[src/rtl/rgbrle_pkg.sv]
// Shared types and constants for the RGB scanline run-length encoder.
// No dependencies; every other file refers to this package by scoped names.
package rgbrle_pkg;

  localparam logic [7:0]  MAX_RUN        = 8'd254;
  localparam logic [15:0] LINE_WIDTH_RST = 16'd640;
  localparam int          QUEUE_DEPTH    = 4;

  // Configuration register map (byte address = 4 * index)
  localparam int          CFG_ADDR_W     = 3;
  localparam logic [0:0]  REG_LINE_WIDTH = 1'b0;

  typedef struct packed {
    logic [7:0] red;
    logic [7:0] green;
    logic [7:0] blue;
  } pixel_t;

  typedef struct packed {
    logic [7:0] run_length;
    logic [7:0] run_blue;
    logic [7:0] run_green;
    logic [7:0] run_red;
    logic       line_end;
    logic       last;
  } record_t;

  // Work for the back end: a run closed mid-line and/or a line flush.
  typedef struct packed {
    logic       has_close;
    logic [7:0] close_count;
    pixel_t     close_colour;
    logic       has_flush;
    logic [7:0] flush_count;
    pixel_t     flush_colour;
  } entry_t;

  // Front end to queue write side
  typedef struct packed {
    logic   wr;
    entry_t entry;
  } qwr_t;

endpackage

[src/rtl/rgbrle_front.sv]
// Front end: takes pixels, tracks run colour, run length and column,
// and writes one queue entry per pixel that closes a run or ends a line. Uses rgbrle_pkg.
module rgbrle_front (
  input  logic                clk,
  input  logic                rst_n,
  input  logic [15:0]         line_width,
  input  logic                accept,
  input  rgbrle_pkg::pixel_t  pixel,
  output rgbrle_pkg::qwr_t    qwr
);

  rgbrle_pkg::pixel_t run_colour_r, run_colour_nxt;
  logic [7:0]         run_count_r, run_count_nxt;
  logic [15:0]        column_r, column_nxt;

  logic [15:0]        width;
  logic [16:0]        col_inc;
  logic               at_end;
  logic               start;
  logic               close;
  logic [7:0]         new_count;
  rgbrle_pkg::pixel_t new_colour;

  // A zero width acts as one pixel per line
  assign width   = (line_width == 16'd0) ? 16'd1 : line_width;
  assign col_inc = {1'b0, column_r} + 17'd1;
  assign at_end  = col_inc >= {1'b0, width};
  assign start   = (column_r == 16'd0) || (run_count_r == 8'd0);
  assign close   = !start && ((pixel != run_colour_r) ||
                              (run_count_r >= rgbrle_pkg::MAX_RUN));

  assign new_count  = (start || close) ? 8'd1 : run_count_r + 8'd1;
  assign new_colour = (start || close) ? pixel : run_colour_r;

  always_comb begin
    run_colour_nxt = run_colour_r;
    run_count_nxt  = run_count_r;
    column_nxt     = column_r;
    if (accept) begin
      run_colour_nxt = new_colour;
      run_count_nxt  = at_end ? 8'd0 : new_count;
      column_nxt     = at_end ? 16'd0 : col_inc[15:0];
    end
  end

  always_comb begin
    qwr.wr                 = accept && (close || at_end);
    qwr.entry.has_close    = close;
    qwr.entry.close_count  = run_count_r;
    qwr.entry.close_colour = run_colour_r;
    qwr.entry.has_flush    = at_end;
    qwr.entry.flush_count  = new_count;
    qwr.entry.flush_colour = new_colour;
  end

  always_ff @(posedge clk) begin
    if (!rst_n) begin
      run_colour_r <= '0;
      run_count_r  <= 8'd0;
      column_r     <= 16'd0;
    end else begin
      run_colour_r <= run_colour_nxt;
      run_count_r  <= run_count_nxt;
      column_r     <= column_nxt;
    end
  end

endmodule

[src/rtl/rgbrle_fifo.sv]
// Short entry queue between front and back ends.
// Uses rgbrle_pkg for the entry type.
module rgbrle_fifo #(
  parameter int DEPTH = rgbrle_pkg::QUEUE_DEPTH
) (
  input  logic                clk,
  input  logic                rst_n,
  input  rgbrle_pkg::qwr_t    qwr,
  output logic                full,
  input  logic                rd,
  output logic                empty,
  output rgbrle_pkg::entry_t  rd_data
);

  localparam int PTR_W = (DEPTH > 1) ? $clog2(DEPTH) : 1;
  localparam int CNT_W = $clog2(DEPTH + 1);
  localparam logic [PTR_W-1:0] PTR_LAST = PTR_W'(DEPTH - 1);

  rgbrle_pkg::entry_t mem_r [DEPTH];
  logic [PTR_W-1:0]   wr_ptr_r, wr_ptr_nxt;
  logic [PTR_W-1:0]   rd_ptr_r, rd_ptr_nxt;
  logic [CNT_W-1:0]   count_r, count_nxt;
  logic               do_wr;
  logic               do_rd;

  assign full    = count_r == CNT_W'(DEPTH);
  assign empty   = count_r == '0;
  assign do_wr   = qwr.wr && !full;
  assign do_rd   = rd && !empty;
  assign rd_data = mem_r[rd_ptr_r];

  always_comb begin
    wr_ptr_nxt = wr_ptr_r;
    rd_ptr_nxt = rd_ptr_r;
    count_nxt  = count_r;
    if (do_wr) wr_ptr_nxt = (wr_ptr_r == PTR_LAST) ? '0 : wr_ptr_r + 1'b1;
    if (do_rd) rd_ptr_nxt = (rd_ptr_r == PTR_LAST) ? '0 : rd_ptr_r + 1'b1;
    if (do_wr && !do_rd) count_nxt = count_r + 1'b1;
    else if (do_rd && !do_wr) count_nxt = count_r - 1'b1;
  end

  always_ff @(posedge clk) begin
    if (!rst_n) begin
      wr_ptr_r <= '0;
      rd_ptr_r <= '0;
      count_r  <= '0;
    end else begin
      wr_ptr_r <= wr_ptr_nxt;
      rd_ptr_r <= rd_ptr_nxt;
      count_r  <= count_nxt;
    end
  end

  always_ff @(posedge clk) begin
    if (do_wr) mem_r[wr_ptr_r] <= qwr.entry;
  end

endmodule

[src/rtl/rgbrle_back.sv]
// Back end: unpacks queue entries into records and holds the output register.
// Uses rgbrle_pkg for entry and record types.
module rgbrle_back (
  input  logic                clk,
  input  logic                rst_n,
  input  logic                q_empty,
  input  rgbrle_pkg::entry_t  q_data,
  output logic                q_rd,
  output logic                empty,
  input  logic                pop,
  output rgbrle_pkg::record_t out_data
);

  rgbrle_pkg::record_t out_rec_r, out_rec_nxt;
  rgbrle_pkg::record_t pend_rec_r, pend_rec_nxt;
  logic                out_vld_r, out_vld_nxt;
  logic                pend_vld_r, pend_vld_nxt;
  rgbrle_pkg::record_t close_rec;
  rgbrle_pkg::record_t flush_rec;
  logic                advance;

  always_comb begin
    close_rec.run_length = q_data.close_count;
    close_rec.run_blue   = q_data.close_colour.blue;
    close_rec.run_green  = q_data.close_colour.green;
    close_rec.run_red    = q_data.close_colour.red;
    close_rec.line_end   = 1'b0;
    close_rec.last       = !q_data.has_flush;
    flush_rec.run_length = q_data.flush_count;
    flush_rec.run_blue   = q_data.flush_colour.blue;
    flush_rec.run_green  = q_data.flush_colour.green;
    flush_rec.run_red    = q_data.flush_colour.red;
    flush_rec.line_end   = 1'b1;
    flush_rec.last       = 1'b1;
  end

  assign advance  = !out_vld_r || pop;
  assign q_rd     = advance && !pend_vld_r && !q_empty;
  assign empty    = !out_vld_r;
  assign out_data = out_rec_r;

  always_comb begin
    out_rec_nxt  = out_rec_r;
    out_vld_nxt  = out_vld_r;
    pend_rec_nxt = pend_rec_r;
    pend_vld_nxt = pend_vld_r;
    if (advance) begin
      priority if (pend_vld_r) begin
        out_rec_nxt  = pend_rec_r;
        out_vld_nxt  = 1'b1;
        pend_vld_nxt = 1'b0;
      end else if (!q_empty) begin
        out_vld_nxt = 1'b1;
        if (q_data.has_close) begin
          // closed run goes first, line flush waits one transfer
          out_rec_nxt  = close_rec;
          pend_rec_nxt = flush_rec;
          pend_vld_nxt = q_data.has_flush;
        end else begin
          out_rec_nxt = flush_rec;
        end
      end else begin
        out_vld_nxt = 1'b0;
      end
    end
  end

  always_ff @(posedge clk) begin
    if (!rst_n) begin
      out_vld_r  <= 1'b0;
      pend_vld_r <= 1'b0;
    end else begin
      out_vld_r  <= out_vld_nxt;
      pend_vld_r <= pend_vld_nxt;
    end
  end

  always_ff @(posedge clk) begin
    out_rec_r  <= out_rec_nxt;
    pend_rec_r <= pend_rec_nxt;
  end

endmodule

[src/rtl/rgb_scanline_rle_encoder_unit.sv]
// RGB scanline run-length encoder: one pixel can be taken on every clock
// while the entry queue has room; the front end compares each pixel with the
// current run and increments its length. Records leave at one per cycle while
// pop is held, from the back end's output register, so a pixel that yields two
// records (a closed run plus the line flush) sends them in turn; the
// QUEUE_DEPTH-entry queue absorbs such bursts and any pop stalls. line_width
// (address 0) is reset to 640; a width of zero acts as one. Depends on
// rgbrle_pkg, rgbrle_front, rgbrle_fifo and rgbrle_back.
module rgb_scanline_rle_encoder_unit #(
  parameter int QUEUE_DEPTH = rgbrle_pkg::QUEUE_DEPTH
) (
  input  logic                                clk,
  input  logic                                rst_n,
  // pixel input
  input  logic                                push,
  output logic                                full,
  input  rgbrle_pkg::pixel_t                  in_data,
  // record output
  output logic                                empty,
  input  logic                                pop,
  output rgbrle_pkg::record_t                 out_data,
  // configuration
  input  logic                                psel,
  input  logic                                penable,
  input  logic                                pwrite,
  input  logic [rgbrle_pkg::CFG_ADDR_W-1:0]   paddr,
  input  logic [31:0]                         pwdata,
  output logic [31:0]                         prdata,
  output logic                                pready
);

  logic [15:0]        line_width_r;
  logic               cfg_wr;
  logic               accept;
  logic               q_full;
  logic               q_empty;
  logic               q_rd;
  rgbrle_pkg::qwr_t   qwr;
  rgbrle_pkg::entry_t q_data;

  assign pready = 1'b1;
  assign cfg_wr = psel && penable && pwrite &&
                  (paddr[rgbrle_pkg::CFG_ADDR_W-1] == rgbrle_pkg::REG_LINE_WIDTH);
  assign prdata = (paddr[rgbrle_pkg::CFG_ADDR_W-1] == rgbrle_pkg::REG_LINE_WIDTH) ?
                  {16'd0, line_width_r} : 32'd0;

  always_ff @(posedge clk) begin
    if (!rst_n) begin
      line_width_r <= rgbrle_pkg::LINE_WIDTH_RST;
    end else if (cfg_wr) begin
      line_width_r <= pwdata[15:0];
    end
  end

  assign full   = q_full;
  assign accept = push && !q_full;

  rgbrle_front u_front (
    .clk        (clk),
    .rst_n      (rst_n),
    .line_width (line_width_r),
    .accept     (accept),
    .pixel      (in_data),
    .qwr        (qwr)
  );

  rgbrle_fifo #(
    .DEPTH (QUEUE_DEPTH)
  ) u_fifo (
    .clk     (clk),
    .rst_n   (rst_n),
    .qwr     (qwr),
    .full    (q_full),
    .rd      (q_rd),
    .empty   (q_empty),
    .rd_data (q_data)
  );

  rgbrle_back u_back (
    .clk      (clk),
    .rst_n    (rst_n),
    .q_empty  (q_empty),
    .q_data   (q_data),
    .q_rd     (q_rd),
    .empty    (empty),
    .pop      (pop),
    .out_data (out_data)
  );

endmodule

[config.mk]
export PLATFORM = sky130hd
export DESIGN_NAME = rgb_scanline_rle_encoder_unit
export DESIGN_NICKNAME = d
export VERILOG_FILES = /design/src/rtl/rgbrle_pkg.sv /design/src/rtl/rgbrle_front.sv /design/src/rtl/rgbrle_fifo.sv /design/src/rtl/rgbrle_back.sv /design/src/rtl/rgb_scanline_rle_encoder_unit.sv
export SDC_FILE = /design/constraint.sdc
export NUM_CORES = 1
export LEC_CHECK = 0
export ABC_AREA = 0
export BUFFER_PORTS_ARGS = -buffer_cell sky130_fd_sc_hd__buf_2
export CAP_MARGIN = 20
export CORE_MARGIN = 5
export CORE_UTILIZATION = 54
export CTS_CLUSTER_SIZE = 28
export DETAILED_ROUTE_END_ITERATION = 6
export PLACE_DENSITY = 0.76
export SYNTH_ARGS = -nofsm -noshare
export SYNTH_HDL_FRONTEND = slang
export SYNTH_SLANG_ARGS = --single-unit
[constraint.sdc]
create_clock -name clk -period 4.45 [get_ports clk]
set_clock_uncertainty 0.1 [all_clocks]
set_input_delay 0.2225 -clock clk [delete_from_list [all_inputs] [get_ports clk]]
set_output_delay 0.2225 -clock clk [all_outputs]
set_load 0.05 [all_outputs]
# == Yosys cells after proc, flatten, opt, wreduce, memory -nomap -nowiden ==
# Memories as Yosys holds them, arrays and structs flattened. A register that Yosys moved wholly into a read port is not among the register bits.
# Cells that the tools add are included.
# word_totals
input_bits,66
ram_bits,264
reg_bits,139
mem_count,1
# mem_list
name,depth,word_bits,read_ports,rd_clocked_by_memory_dff,wr,line,source
u_fifo.mem_r,4,66,1,1,1,rgbrle_fifo.sv:19,rgbrle_pkg::entry_t mem_r [DEPTH];
# classes
n_eq_ne,5
order_cmp,2
mux,22
n_reduce_logical,32
addsub,6
n_bitwise,3
# op_table
cell,n
$mux 34,3
$mux 16,3
$logic_not 16->1,2
$mux 24,1
$ne 24x24->1,1
$add 16x1->17 const B,1
$ge 17x16->1,1
$mux 8,2
$logic_and 1x1->1,12
$add 8x1->8 const B,1
$ge 8x8->1 const B,1
$logic_not 1->1,8
$logic_not 8->1,1
$mux 2,4
$mux 1,7
$mux 3,2
$logic_or 1x1->1,5
$add 2x1->2 const B,2
$eq 2x2->1 const B,2
$reduce_and 4->1,1
$add 3x1->3 const B,1
$eq 3x3->1 const B,1
$logic_not 3->1,1
$not 1->1,3
other kinds (4),4

# == Logic depth before layout (Yosys ltp) ==
# Gate-level depths: netlist (run 1).
# logic_depth
word_depth,11
mapped_depth,18

# == Modules after synthesis ==
# From an unflattened synthesis (run 1), not the netlist that was laid out.
# unflattened
cells_unflattened,1092
hier_area_um2,17096.4
# modules_own_cells
module,area_per_inst_um2,cells_per_inst,instances
rgbrle_fifo,9993.3,395,1
rgbrle_front,3347.0,401,1
rgbrle_back,2832.7,189,1
rgb_scanline_rle_encoder_unit,923.4,107,1

# == Worst setup path after synthesis (run 1) ==
# Ideal clock, no wire load.
# synth_timing
path_type,register to register
start,register u_front.column_r[0]
end,memory u_fifo.mem_r[3][0] (netlist name) (enable)
n_path_buf,1
stages_incl_launch_ff,14
setup_slack_ns,-0.341
synth_period_minus_slack_ns,4.791
arrival_time_ns,4.260
setup_time_ns,0.431
cell_sequence,dfxtp_1 > ha_1 > and4_1 > and3_1 > nand2_1 > xnor2_1 > ha_1 > nand3_1 > nor3_1 > nand4_1 > and3_1 > buf_4 > a31oi_4 > and2_1
# synth_between
elab_chain_cells,9
word_cells_on_any_way,11
classes_between,add/sub (1); order compare (1); mux (2); reduce/logical (7)
# synth_lines
element,line,source
start: declaration,rgbrle_front.sv:14,"logic [15:0] column_r, column_nxt;"
start signal: assignment,rgbrle_front.sv:64,column_r <= column_nxt;
branches (longest 4 deep; another with $add 16x1->17),n/a,
$logic_or 1x1->1 *,rgbrle_front.sv:47,qwr.wr = accept && (close || at_end);
$logic_and 1x1->1 *,rgbrle_front.sv:47,
$logic_and 1x1->1 *,rgbrle_fifo.sv:28,assign do_wr = qwr.wr && !full;
net u_fifo.do_wr,rgbrle_fifo.sv:23,logic do_wr;
$mux 1 *,rgbrle_fifo.sv:55,if (do_wr) mem_r[wr_ptr_r] <= qwr.entry;
$mux 1 (implied by the code) *,rgbrle_fifo.sv:55,
end: declaration,rgbrle_fifo.sv:19,
# Mark *: on every way through the listed nets, which the timed path passes.

# == Worst setup path in the final report (run 1) ==
# layout_timing
start,register u_front.column_r[1]
end,register u_fifo.count_r[2]
# layout_between
elab_chain_cells,10
word_cells_on_any_way,14
classes_between,add/sub (1); order compare (1); mux (1); reduce/logical (11)
# layout_lines
element,line,source
branches (longest 4 deep; another with $add 16x1->17),n/a,
$logic_or 1x1->1 *,rgbrle_front.sv:47,
$logic_and 1x1->1 *,rgbrle_front.sv:47,
$logic_and 1x1->1 *,rgbrle_fifo.sv:28,
net u_fifo.do_wr,rgbrle_fifo.sv:23,
$logic_not 1->1,rgbrle_fifo.sv:39,else if (do_rd && !do_wr) count_nxt = count_r - 1'b1;
$logic_and 1x1->1,rgbrle_fifo.sv:39,
$reduce_bool 2->1 (no line),n/a,
end signal: assignment,rgbrle_fifo.sv:50,count_r <= count_nxt;
end: declaration,rgbrle_fifo.sv:22,"logic [CNT_W-1:0] count_r, count_nxt;"
# Marks and branches as above.
# A chain may end at the register's enable or synchronous reset.

==> results of run 1 <==
worst max-delay path by stage:
| stage | start | to | slack (ps) |
|---|---|---|---|
| finish | u_front.column_r[1]$_SDFFE_PN0P_ | u_fifo.count_r[2]$_SDFFE_PN0P_ | 350 |
| global route | u_front.column_r[1]$_SDFFE_PN0P_ | u_fifo.count_r[2]$_SDFFE_PN0P_ | 30 |
| CTS | u_front.column_r[0]$_SDFFE_PN0P_ | u_fifo.count_r[2]$_SDFFE_PN0P_ | 240 |
| detailed placement | u_front.column_r[0]$_SDFFE_PN0P_ | u_fifo.count_r[2]$_SDFFE_PN0P_ | 280 |
| global placement | u_front.column_r[0]$_SDFFE_PN0P_ | u_fifo.count_r[2]$_SDFFE_PN0P_ | 340 |
| floorplan | u_front.column_r[0]$_SDFFE_PN0P_ | u_fifo.mem_r[0][0]$_DFFE_PP_ | 370 |
sequential cells by signal, indices dropped and copies added, names as in the netlist, named ones only:
register	flops
u_fifo.mem_r	264
u_back.out_data	34
u_back.pend_rec_r	32
u_front.qwr	24
line_width_r	16
u_front.column_r	16
u_front.run_count_r	8
u_fifo.count_r	3
u_fifo.rd_ptr_r	2
u_fifo.wr_ptr_r	2
u_back.out_vld_r	1
u_back.pend_vld_r	1
per-stage QoR:
stage | hold slack, ps | utilization | total power [W] | std cells | instance area (um2)
finish | 17.66 | 0.6321 | 0.01066 | 1680 | 19330
global placement | 347.8 | 0.5752 | 0.007419 | 1559 | 17600
floorplan | 258.5 | - | 0.006793 | 1144 | 16820
global route | 38.29 | 0.6321 | 0.01113 | 1680 | 19330
CTS | 9.492 | 0.6319 | 0.01077 | 1680 | 19330
detailed placement | 361.5 | 0.5759 | 0.007501 | 1560 | 17620
kinds of logic (layout without fill, tap and decap cells):
logic type,Yosys count,after routing,share of synthesized area
flops,405,405,0.6811
simple gates,279,279,0.07953
compound gates,134,134,0.04764
buf+inv,134,274,0.03622
mux,102,102,0.1102
xor+xnor,45,45,0.02352
fa+ha+maj,28,28,0.02136
other cells,2,17,0.0004482
synthesized netlist by cell type (7+ instances only):
| master | count |
|---|---|
| buf_4 | 18 |
| o2111ai_1 | 7 |
| a21oi_1 | 66 |
| xor2_1 | 34 |
| nor2_1 | 34 |
| nor4_1 | 13 |
| or3_1 | 9 |
| mux4_2 | 66 |
| nand4_1 | 19 |
| o21ai_0 | 35 |
| nand3_1 | 13 |
| xnor2_1 | 11 |
| mux2i_1 | 36 |
| dfxtp_1 | 75 |
| nand2_1 | 147 |
| clkbuf_1 | 56 |
| ha_1 | 27 |
| buf_2 | 23 |
| edfxtp_1 | 330 |
| and3_1 | 8 |
| inv_1 | 31 |
layout make-up:
class / instances / area share
clock buffers: 64 / 0.06128
multi-input cells: 605 / 0.2497
flip-flops and latches: 405 / 0.5906
clock inverters: 12 / 0.004530
well taps: 396 / 0.02563
inverters: 31 / 0.006018
repair buffers: 167 / 0.06225
power by group through the flow:
stage | clock [W] | sequential, W | combinational, W
finish | 0.00324 | 0.00482 | 0.00260
global route | 0.00346 | 0.00486 | 0.00281
floorplan | 0 | 0.00547 | 0.00132
CTS | 0.00329 | 0.00482 | 0.00265
global placement | 0 | 0.00488 | 0.00254
detailed placement | 0 | 0.00490 | 0.00260
timing repair:
action / in CTS / in global routing
hold endpoints to repair: 144 / 0
resized for setup: 0 / 2
hold buffers: 44 / 0
endpoints found under the setup margin: 0 / 1
layer usage:
layer / vias up / global-route usage / wire length [um]
li1: 4429 / - / -
met3: 56 / 0.03987 / 1960
met2: 274 / 0.3495 / 17470
met4: 2 / 0.06033 / 880
met1: 4692 / 0.2597 / 13680
met5: - / 0 / 11
worst reg2reg max path, stage by stage, from the launching register on:
cell and delay [ps]:
dfxtp_1 380, ha_1 240, and4_1 300, and3_1 230, nand2_1 80, xnor2_1 150
ha_1 320, nand3_1 120, nor3_2 240, nand4_1 120, and3_1 200, a31oi_4 250
ha_1 250, inv_1 70, fa_1 370, xor2_1 170, or3_1 310, a21oi_1 140
==> metrics.yaml, run 1 <==
floorplanning:
  die_w_um: 186.1
  io_pins: 135
  die_area_um2: 34650
  die_y_um: 186.1
  num_rows: 64
  core_um2: 30590
  start_util: 0.5477
yosys:
  yosysWarnings: 0
  synth_area_per_cell_um2: 14.84
  syn_inst: 1129
  synth_cell_types: 51
  synthTopCellsByArea: "edfxtp_1, dfxtp_1, mux4_2, nand2_1, mux2i_1"
  syn_area_um2: 16750
  ys_seq_elements: 405
  yosysSeqAreaShare: 0.6811
  synth_top_flop_cell: "edfxtp_1"
  synth_top_area_cell: "edfxtp_1"
  synth_top_area_share: 0.5914
  synth-async-reset-ratio: 0
  synth_edf_count: 330
setup_path:
  crit_cells: 17
  path_buf_inv: 1
  end_kind: "flop"
  cp-start-kind: "flop"
  max_stage_delay_ps: 380
  cp.arrival_ps: 4450
  worstPathCellList: "ha_1, and4_1, and3_1, nand2_1, xnor2_1, ha_1, nand3_1, nor3_2, nand4_1, and3_1, a31oi_4, ha_1, inv_1, fa_1, xor2_1, or3_1, a21oi_1"
  crit_top_cell: "ha_1"
  crit_family: "simple AND/OR/NAND/NOR gates"
  rrSetupSlack_ps: 350
  worstPathMaxFanout: 7
  crit_required_ps: 4800
  critPathKind: "reg -> reg"
  worst_r2r_path_depth: 17
  worstReg2RegStart: "u_front.column_r[1]$_SDFFE_PN0P_"
  cpMaxStageDelayCell: "dfxtp_1"
  r2r-end: "u_fifo.count_r[2]$_SDFFE_PN0P_"
cts:
  numCtsBuffers: 42
  htreeDepth: 2
  cts_tree: "done"
  post_cts_buffers: 0
  cts_root_buf: "clkbuf_16"
  clkLatencyLatePin_ps: 540
  clock-sinks: 405
  clockBufferDepth: 3
  cts.clk_slew.worst_paths_ps: 60
cells_and_area:
  area_growth_pct: 15.40
  multi_input_area_um2: 4828
  layout_commonest_cell: "edfxtp_1"
  seqCellArea_um2: 11420
  drive_above_1_share: 0.2072
  final_cell_mix: "edfxtp_1, nand2_1, buf_2"
  fill_cells: 2140
  finalNetCount: 1346
  num_antenna_cells: 0
pwr:
  p_per_area_nw_per_um2: 551.5
  clock_power_share: 0.304
  p_switching_w: 0.003293
  power.leakage_nw: 6.719
  p_sw_frac: 0.3089
  power_frac_seq: 0.452
  comb_power_share: 0.244
  ir_worst_vdd_v: 0.0002958
  p_int_w: 0.007369
sta:
  slew_headroom: 0.3540
  max_freq_ghz: 0.2439
  worst_slack_ps: 349.7
  rsz0062_at_grt: "false"
  finalCriticalPeriod_ps: 4100
  finalMaxSlewViolations: 0
  post-route-period-util: 0.9214
  hold_violations: 0
  fin_setup_tns_ps: 0
  setup_viol: 0
  worst_slew_pin_slew_ps: 969.0
worst_hold_path:
  holdPathEnd: "u_fifo.wr_ptr_r[1]$_SDFFE_PN0P_"
  hp-class: "in -> reg"
  min_from: "push"
  hold_depth: 4
place:
  dp_hpwl_um: 20160
  post-place-ws_ps: 283.5
  port_buffers: 99
  gp_congestion: 0.8140
routing:
  wirelength_um: 34000
  drtPass1Iterations: 5
  via_per_inst: 5.627
  drc: 0
  dr.first_iter.drc_count: 721
  wl_per_cell_um: 20.24
  antenna_left: 0
  vias: 9453
run_status:
  outcome: "finished clean"
global_routing:
  overflow: 0
  grt.total_usage: 0.2013
  antenna_found_initial: 1
  grt_pass1_vias: 9901
  grt_pass1_wl_um: 54340
  grt_start_max_net_pins: 67
run:
  drv_cap: 0
No activity file was read; power rests on OpenSTA's default activity.
==> run 2, diff against run 1 <==
--- a/config.mk
+++ b/config.mk
@@ -6,13 +6,13 @@
 export NUM_CORES = 1
 export LEC_CHECK = 0
 export ABC_AREA = 0
-export BUFFER_PORTS_ARGS = -buffer_cell sky130_fd_sc_hd__buf_2
 export CAP_MARGIN = 20
 export CORE_MARGIN = 5
-export CORE_UTILIZATION = 54
+export CORE_UTILIZATION = 57
 export CTS_CLUSTER_SIZE = 28
 export DETAILED_ROUTE_END_ITERATION = 6
-export PLACE_DENSITY = 0.76
+export DONT_BUFFER_PORTS = 1
+export PLACE_DENSITY = 0.75
 export SYNTH_ARGS = -nofsm -noshare
 export SYNTH_HDL_FRONTEND = slang
 export SYNTH_SLANG_ARGS = --single-unit
==> run 2 against run 1 <==
Total power is 1.5% lower. Sequential share of layout area up 1.3 points. Via count decreased by 2.1%. Non-clock buffer count shrank 99. Sequential power up 15%. Routed wire length is 0.23% higher. Critical path depth is the same. Clock-buffer cell count shrank 11. Register-to-register slack got worse by 30 ps. Die area decreased by 5.0%. Combinational power decreased by 33%. Worst setup slack worse by 28 ps. Largest cell class unchanged. Largest power group unchanged.
==> metrics.yaml, run 2 (synthesized netlist as in run 1, its figures left out) <==
setup_path:
  worstPathMaxFanout: 7  # unchanged
  end_kind: "flop"  # unchanged
  crit_family: "simple AND/OR/NAND/NOR gates"  # unchanged
  crit_start: "u_front.column_r[0]$_SDFFE_PN0P_"  # was u_front.column_r[1]$_SDFFE_PN0P_
  critPathKind: "reg -> reg"  # unchanged
  cpMaxStageDelayCell: "dfxtp_1"  # unchanged
  worstReg2RegStart: "u_front.column_r[0]$_SDFFE_PN0P_"  # was u_front.column_r[1]$_SDFFE_PN0P_
  worstPathCellList: "ha_2, and4_1, and3_1, nand2_1, xnor2_1, ha_1, nand3_1, nor3_4, nand4_1, and3_1, a31oi_4, ha_1, inv_1, fa_1, xor2_1, or3_1, a21oi_1"  # was ha_1, and4_1, and3_1, nand2_1, xnor2_1, ha_1, nand3_1, nor3_2, nand4_1, and3_1, a31oi_4, ha_1, inv_1, fa_1, xor2_1, or3_1, a21oi_1
  max_stage_delay_ps: 430  # was 380 ps
  cp.arrival_ps: 4480  # was 4450 ps
  cp-start-kind: "flop"  # unchanged
  path_buf_inv: 1  # unchanged
  crit_required_ps: 4810  # was 4800 ps
cts:
  cts.clk_slew.worst_paths_ps: 60  # about the same
  clockBufferDepth: 3  # unchanged
  cts_root_buf: "clkbuf_16"  # unchanged
  cts_tree: "done"  # unchanged
  htreeDepth: 2  # unchanged
  numCtsBuffers: 41  # was 42
  clock-sinks: 405  # unchanged
  clkLatencyLatePin_ps: 540  # about the same
place:
  port_buffers: 0  # was 99
  dp_hpwl_um: 20220  # was 20,160 um
  dpl-instance-area_um2: 17160  # was 17,620 um2
  gp_congestion: 0.8129  # was 0.8140
floorplanning:
  die_w_um: 181.5  # was 186.1 um
  num_rows: 62  # was 64
  die_area_um2: 32920  # was 34,650 um2
  core_um2: 28860  # was 30,590 um2
  start_util: 0.5806  # was 0.5477
  io_pins: 135  # unchanged
  die_y_um: 181.5  # was 186.1 um
cells_and_area:
  area_growth_pct: 12.88  # was 15.40%
  finalNetCount: 1246  # was 1,346
  layout_commonest_cell: "edfxtp_1"  # unchanged
  design_area_um2: 18910  # was 19,330 um2
  fill_cells: 1940  # was 2,140
  largest-register: "u_fifo.mem_r"  # unchanged
  num_antenna_cells: 0  # unchanged
  drive_above_1_share: 0.1529  # was 0.2072
  final_cell_mix: "edfxtp_1, nand2_1, dfxtp_1"  # was edfxtp_1, nand2_1, buf_2
  largest_reg_flops: 264  # unchanged
global_routing:
  antenna_found_initial: 0  # was 1
  grt_start_max_net_pins: 55  # was 67
  grt_pass1_vias: 9339  # was 9,901
  grt_pass1_wl_um: 53450  # was 54,340 um
  overflow: 0  # unchanged
  grt.total_usage: 0.2067  # was 0.2013
sta:
  finalMaxSlewViolations: 0  # unchanged
  max_freq_ghz: 0.2422  # was 0.2439 GHz
  finalCriticalPeriod_ps: 4128  # was 4100 ps
  worst_slew_pin_slew_ps: 967.3  # was 969.0 ps
  fin_setup_tns_ps: 0  # unchanged
  post-route-period-util: 0.9277  # was 0.9214
  rsz0062_at_grt: "false"  # unchanged
  slew_headroom: 0.3538  # was 0.3540
  setup_viol: 0  # unchanged
  hold_violations: 0  # unchanged
routing:
  dr.first_iter.drc_count: 990  # was 721
  wirelength_um: 34080  # was 34,000 um
  antenna_left: 0  # unchanged
  wl_per_cell_um: 21.73  # was 20.24 um
  via_per_inst: 5.900  # was 5.627
  vias: 9251  # was 9,453
  drc: 0  # unchanged
  drtPass1Iterations: 5  # unchanged
worst_hold_path:
  min_from: "rst_n"  # was push
  hp-class: "in -> reg"  # unchanged
pwr:
  power.leakage_nw: 6.350  # was 6.719 nW
  p_per_area_nw_per_um2: 555.2  # was 551.5 nW/um2
  ir_worst_vdd_v: 0.0003392  # was 0.0002958 V
run:
  drv_cap: 0  # unchanged
run_status:
  outcome: "finished clean"  # unchanged
## run 2: cell count changes in the layout (fill, tap and decap cells not counted), moves of 2 or more
cell / before / now
buf_4: 17 / 13
clkbuf_8: 3 / 5
clkbuf_1: 18 / 6
buf_2: 99 / 0
clkinv_2: 1 / 11
buf_12: 7 / 12
## run 2: power by group
group          leakage, nW  switching [W]  total, W  internal, W
Combinational         2.06        0.00102   0.00175     0.000723
Sequential            3.66       0.000854   0.00554      0.00469
Clock                0.636        0.00138   0.00321      0.00183
## run 2: layer usage
layer  GRT usage  part of all wire
met1      0.2930              0.42
met2      0.3345              0.49
met3     0.03762             0.070
met4     0.05914             0.025
met5           0                 0
## run 2: final timing paths
path	cells after the start	end	slack [ps]
setup / recovery	17	u_fifo.count_r[2]$_SDFFE_PN0P_	320
hold / removal	2	u_front.qwr[51]$_SDFFE_PN0P_	120
setup reg to reg	17	u_fifo.count_r[2]$_SDFFE_PN0P_	320
hold reg to reg	2	line_width_r[0]$_SDFFE_PN0P_	370
## run 2: per-stage QoR
stage,hold slack (ps),total power [W],cells,setup WS [ps],utilization
global placement,215.8,0.007247,1449,265.9,0.5947
floorplan,258.5,0.006793,1144,374.8,-
global route,141.0,0.01096,1568,17.95,0.6554
finish,122.5,0.01050,1568,321.9,0.6554
detailed placement,218.6,0.007313,1449,163.2,0.5947
CTS,108.7,0.01057,1567,145.0,0.6542
## run 2: layout make-up
class | instances | area [um2] | share of cell area
clock inverter | 22 | 146.4 | 0.007740
sequential | 405 | 11420 | 0.6037
multi-input combinational | 605 | 4842 | 0.2560
clock buffer | 53 | 1142 | 0.06040
tap | 384 | 480.5 | 0.02540
inverter | 31 | 116.4 | 0.006152
timing repair buffer | 68 | 768.2 | 0.04062
## run 2: worst register-to-register path, stage by stage (launching register included)
cell and delay [ps]:
dfxtp_1 430, ha_2 250, and4_1 270, and3_1 230, nand2_1 80, xnor2_1 150
ha_1 320, nand3_1 150, nor3_4 270, nand4_1 110, and3_1 190, a31oi_4 250
ha_1 240, inv_1 60, fa_1 370, xor2_1 170, or3_1 300, a21oi_1 130
## run 2: what timing repair did
item	in CTS	in global routing
setup buffers	0	0
hold buffers	43	0
setup endpoints to repair	0	1
gates resized for setup	0	3
endpoints found under the hold margin	145	0
==> run 3, diff against run 2 <==
--- a/config.mk
+++ b/config.mk
@@ -8,11 +8,11 @@
 export ABC_AREA = 0
 export CAP_MARGIN = 20
 export CORE_MARGIN = 5
-export CORE_UTILIZATION = 57
+export CORE_UTILIZATION = 60
 export CTS_CLUSTER_SIZE = 28
 export DETAILED_ROUTE_END_ITERATION = 6
 export DONT_BUFFER_PORTS = 1
-export PLACE_DENSITY = 0.75
+export PLACE_DENSITY = 0.76
 export SYNTH_ARGS = -nofsm -noshare
 export SYNTH_HDL_FRONTEND = slang
 export SYNTH_SLANG_ARGS = --single-unit
==> constraint.sdc (replaced) <==
create_clock -name clk -period 3.8 [get_ports clk]
set_clock_uncertainty 0.1 [all_clocks]
set_input_delay 0.19 -clock clk [delete_from_list [all_inputs] [get_ports clk]]
set_output_delay 0.19 -clock clk [all_outputs]
set_load 0.05 [all_outputs]
==> run 3 against run 2 <==
Flip-flop and latch count unchanged. Sequential share of layout area fell by 0.91 points. Die area fell by 4.7%. Sequential power is 16% higher. Non-clock buffer count up 14. Maximum frequency increased by 13%. Total power up 23%. Utilization grew 3.8 points. Largest cell class unchanged. Largest power group unchanged.
==> metrics.yaml, run 3 (synthesized netlist as in run 1, its figures left out) <==
worst_hold_path:
  hp-class: "in -> reg"  # unchanged
sta:
  hold_violations: 0  # unchanged
  finalMaxSlewViolations: 0  # unchanged
  finalCriticalPeriod_ps: 3659  # was 4128 ps
  post-route-period-util: 0.9628  # was 0.9277
  max_freq_ghz: 0.2733  # was 0.2422 GHz
  worst_slew_pin_slew_ps: 1007  # was 967.3 ps
  fin_setup_tns_ps: 0  # unchanged
  slew_headroom: 0.3274  # was 0.3538
  setup_viol: 0  # unchanged
cells_and_area:
  fill_cells: 1706  # was 1,940
  drive_above_1_share: 0.1750  # was 0.1529
  largest_reg_flops: 264  # unchanged
  final_cell_mix: "edfxtp_1, nand2_1, dfxtp_1"  # unchanged
  finalNetCount: 1261  # was 1,246
  post-route-util: 0.6937  # was 0.6554
  area_growth_pct: 14.70  # was 12.88%
  seqCellArea_um2: 11430  # was 11,420 um2
  largest-register: "u_fifo.mem_r"  # unchanged
  final_cells: 1578  # was 1,568
  num_antenna_cells: 0  # unchanged
  layout_commonest_cell: "edfxtp_1"  # unchanged
  multi_input_area_um2: 4892  # was 4842 um2
routing:
  wirelength_um: 34580  # was 34,080 um
  vias: 9394  # was 9,251
  drtPass1Iterations: 4  # was 5
  dr.first_iter.drc_count: 892  # was 990
  wl_per_cell_um: 21.92  # was 21.73 um
  antenna_left: 0  # unchanged
  via_per_inst: 5.953  # was 5.900
  drc: 0  # unchanged
place:
  port_buffers: 0  # unchanged
  gp_congestion: 0.8221  # was 0.8129
  dp_hpwl_um: 19760  # was 20,220 um
  place_inst: 1454  # was 1,449
floorplanning:
  die_w_um: 177.1  # was 181.5 um
  start_util: 0.6048  # was 0.5806
  core_um2: 27710  # was 28,860 um2
  die_area_um2: 31370  # was 32,920 um2
  num_rows: 61  # was 62
  io_pins: 135  # unchanged
  die_y_um: 177.1  # was 181.5 um
cts:
  cts.clk_slew.worst_paths_ps: 60  # about the same
  clock-sinks: 405  # unchanged
  clkLatencyLatePin_ps: 540  # about the same
  numCtsBuffers: 42  # was 41
  htreeDepth: 2  # unchanged
  cts_root_buf: "clkbuf_16"  # unchanged
  clockBufferDepth: 3  # unchanged
  cts_tree: "done"  # unchanged
pwr:
  ir_worst_vdd_v: 0.0003643  # was 0.0003392 V
  power.leakage_nw: 6.529  # was 6.350 nW
  finalPower_w: 0.01287  # was 0.01050 W
  p_per_area_nw_per_um2: 669.4  # was 555.2 nW/um2
setup_path:
  critPathKind: "reg -> reg"  # unchanged
  crit_required_ps: 4150  # was 4810 ps
  end_kind: "flop"  # unchanged
  worstPathMaxFanout: 4  # was 7
  cp.arrival_ps: 4010  # was 4480 ps
  cp-start-kind: "flop"  # unchanged
global_routing:
  grt_pass1_wl_um: 54030  # was 53,450 um
  grt.total_usage: 0.2228  # was 0.2067
  grt_start_max_net_pins: 69  # was 55
  antenna_found_initial: 0  # unchanged
  overflow: 0  # unchanged
  grt_pass1_vias: 9672  # was 9,339
run:
  drv_cap: 0  # unchanged
run_status:
  outcome: "finished clean"  # unchanged
[run 3: cell types whose count changed in the layout (fill, tap and decap cells not counted), moves of 3 or more]
| cell | before | now |
|---|---|---|
| dfxtp_1 | 72 | 69 |
| buf_4 | 13 | 32 |
| bufinv_16 | 0 | 7 |
| clkinv_2 | 11 | 6 |
| clkbuf_8 | 5 | 8 |
| buf_12 | 12 | 7 |
[run 3: power breakdown]
| group | internal, W | switching [W] |
|---|---|---|
| sequential | 0.00549 | 0.000913 |
| combinational | 0.000850 | 0.00127 |
| clock | 0.00272 | 0.00163 |
[run 3: worst max-delay path, cell delays in order (launching register included)]
cell	delay [ps]
dfxtp_4	370
ha_4	150
and4_4	230
and3_4	210
nand3_2	100
xnor2_2	160
ha_1	320
nand2_2	80
o21a_1	180
o21a_1	170
and3_4	190
a31oi_4	140
ha_2	210
inv_1	50
fa_2	330
xor2_1	170
or3_1	300
a21oi_1	120
[run 3: timing repair]
| item | 4_1_cts | 5_1_grt |
|---|---|---|
| endpoints found under the setup margin | 1 | 1 |
| resized for setup | 3 | 9 |
| hold buffers | 43 | 0 |
| buffers inserted | 1 | 3 |
| pin swaps | 0 | 6 |
| hold endpoints to repair | 152 | 0 |
[run 3: final timing paths]
check                                                 endpoint  depth (start not counted)                              from  slack, ps
worst max-delay path            u_fifo.count_r[2]$_SDFFE_PN0P_                         17  u_front.column_r[0]$_SDFFE_PN0P_        140
worst min-delay path            u_fifo.count_r[1]$_SDFFE_PN0P_                          2                             rst_n        140
worst max register to register  u_fifo.count_r[2]$_SDFFE_PN0P_                         17  u_front.column_r[0]$_SDFFE_PN0P_        140
worst min register to register   line_width_r[12]$_SDFFE_PN0P_                          2     line_width_r[12]$_SDFFE_PN0P_        370
[run 3: metal layers]
metal / share of wire / routed length, um / global-route usage
met5: 0 / 0 / 0
met1: 0.40 / 13940 / 0.2957
met2: 0.52 / 17830 / 0.3849
met3: 0.057 / 1967 / 0.03568
met4: 0.024 / 846 / 0.06576
[run 3: layout make-up]
cell class	count	area share
Clock buffer	58	0.06309
Timing Repair Buffer	82	0.04219
Sequential cell	405	0.5945
Tap cell	378	0.02461
Clock inverter	19	0.01497
Inverter	31	0.006055
Multi-Input combinational cell	605	0.2546
[run 3: through the flow]
stage	instance area, um2	hold slack, ps	setup slack (ps)
finish	19220	142.2	141.3
global route	19220	183.0	-19.42
CTS	19160	99.44	1.585
floorplan	16850	226.0	-7.033
detailed placement	17220	185.6	-0.9677
global placement	17220	182.9	93.00
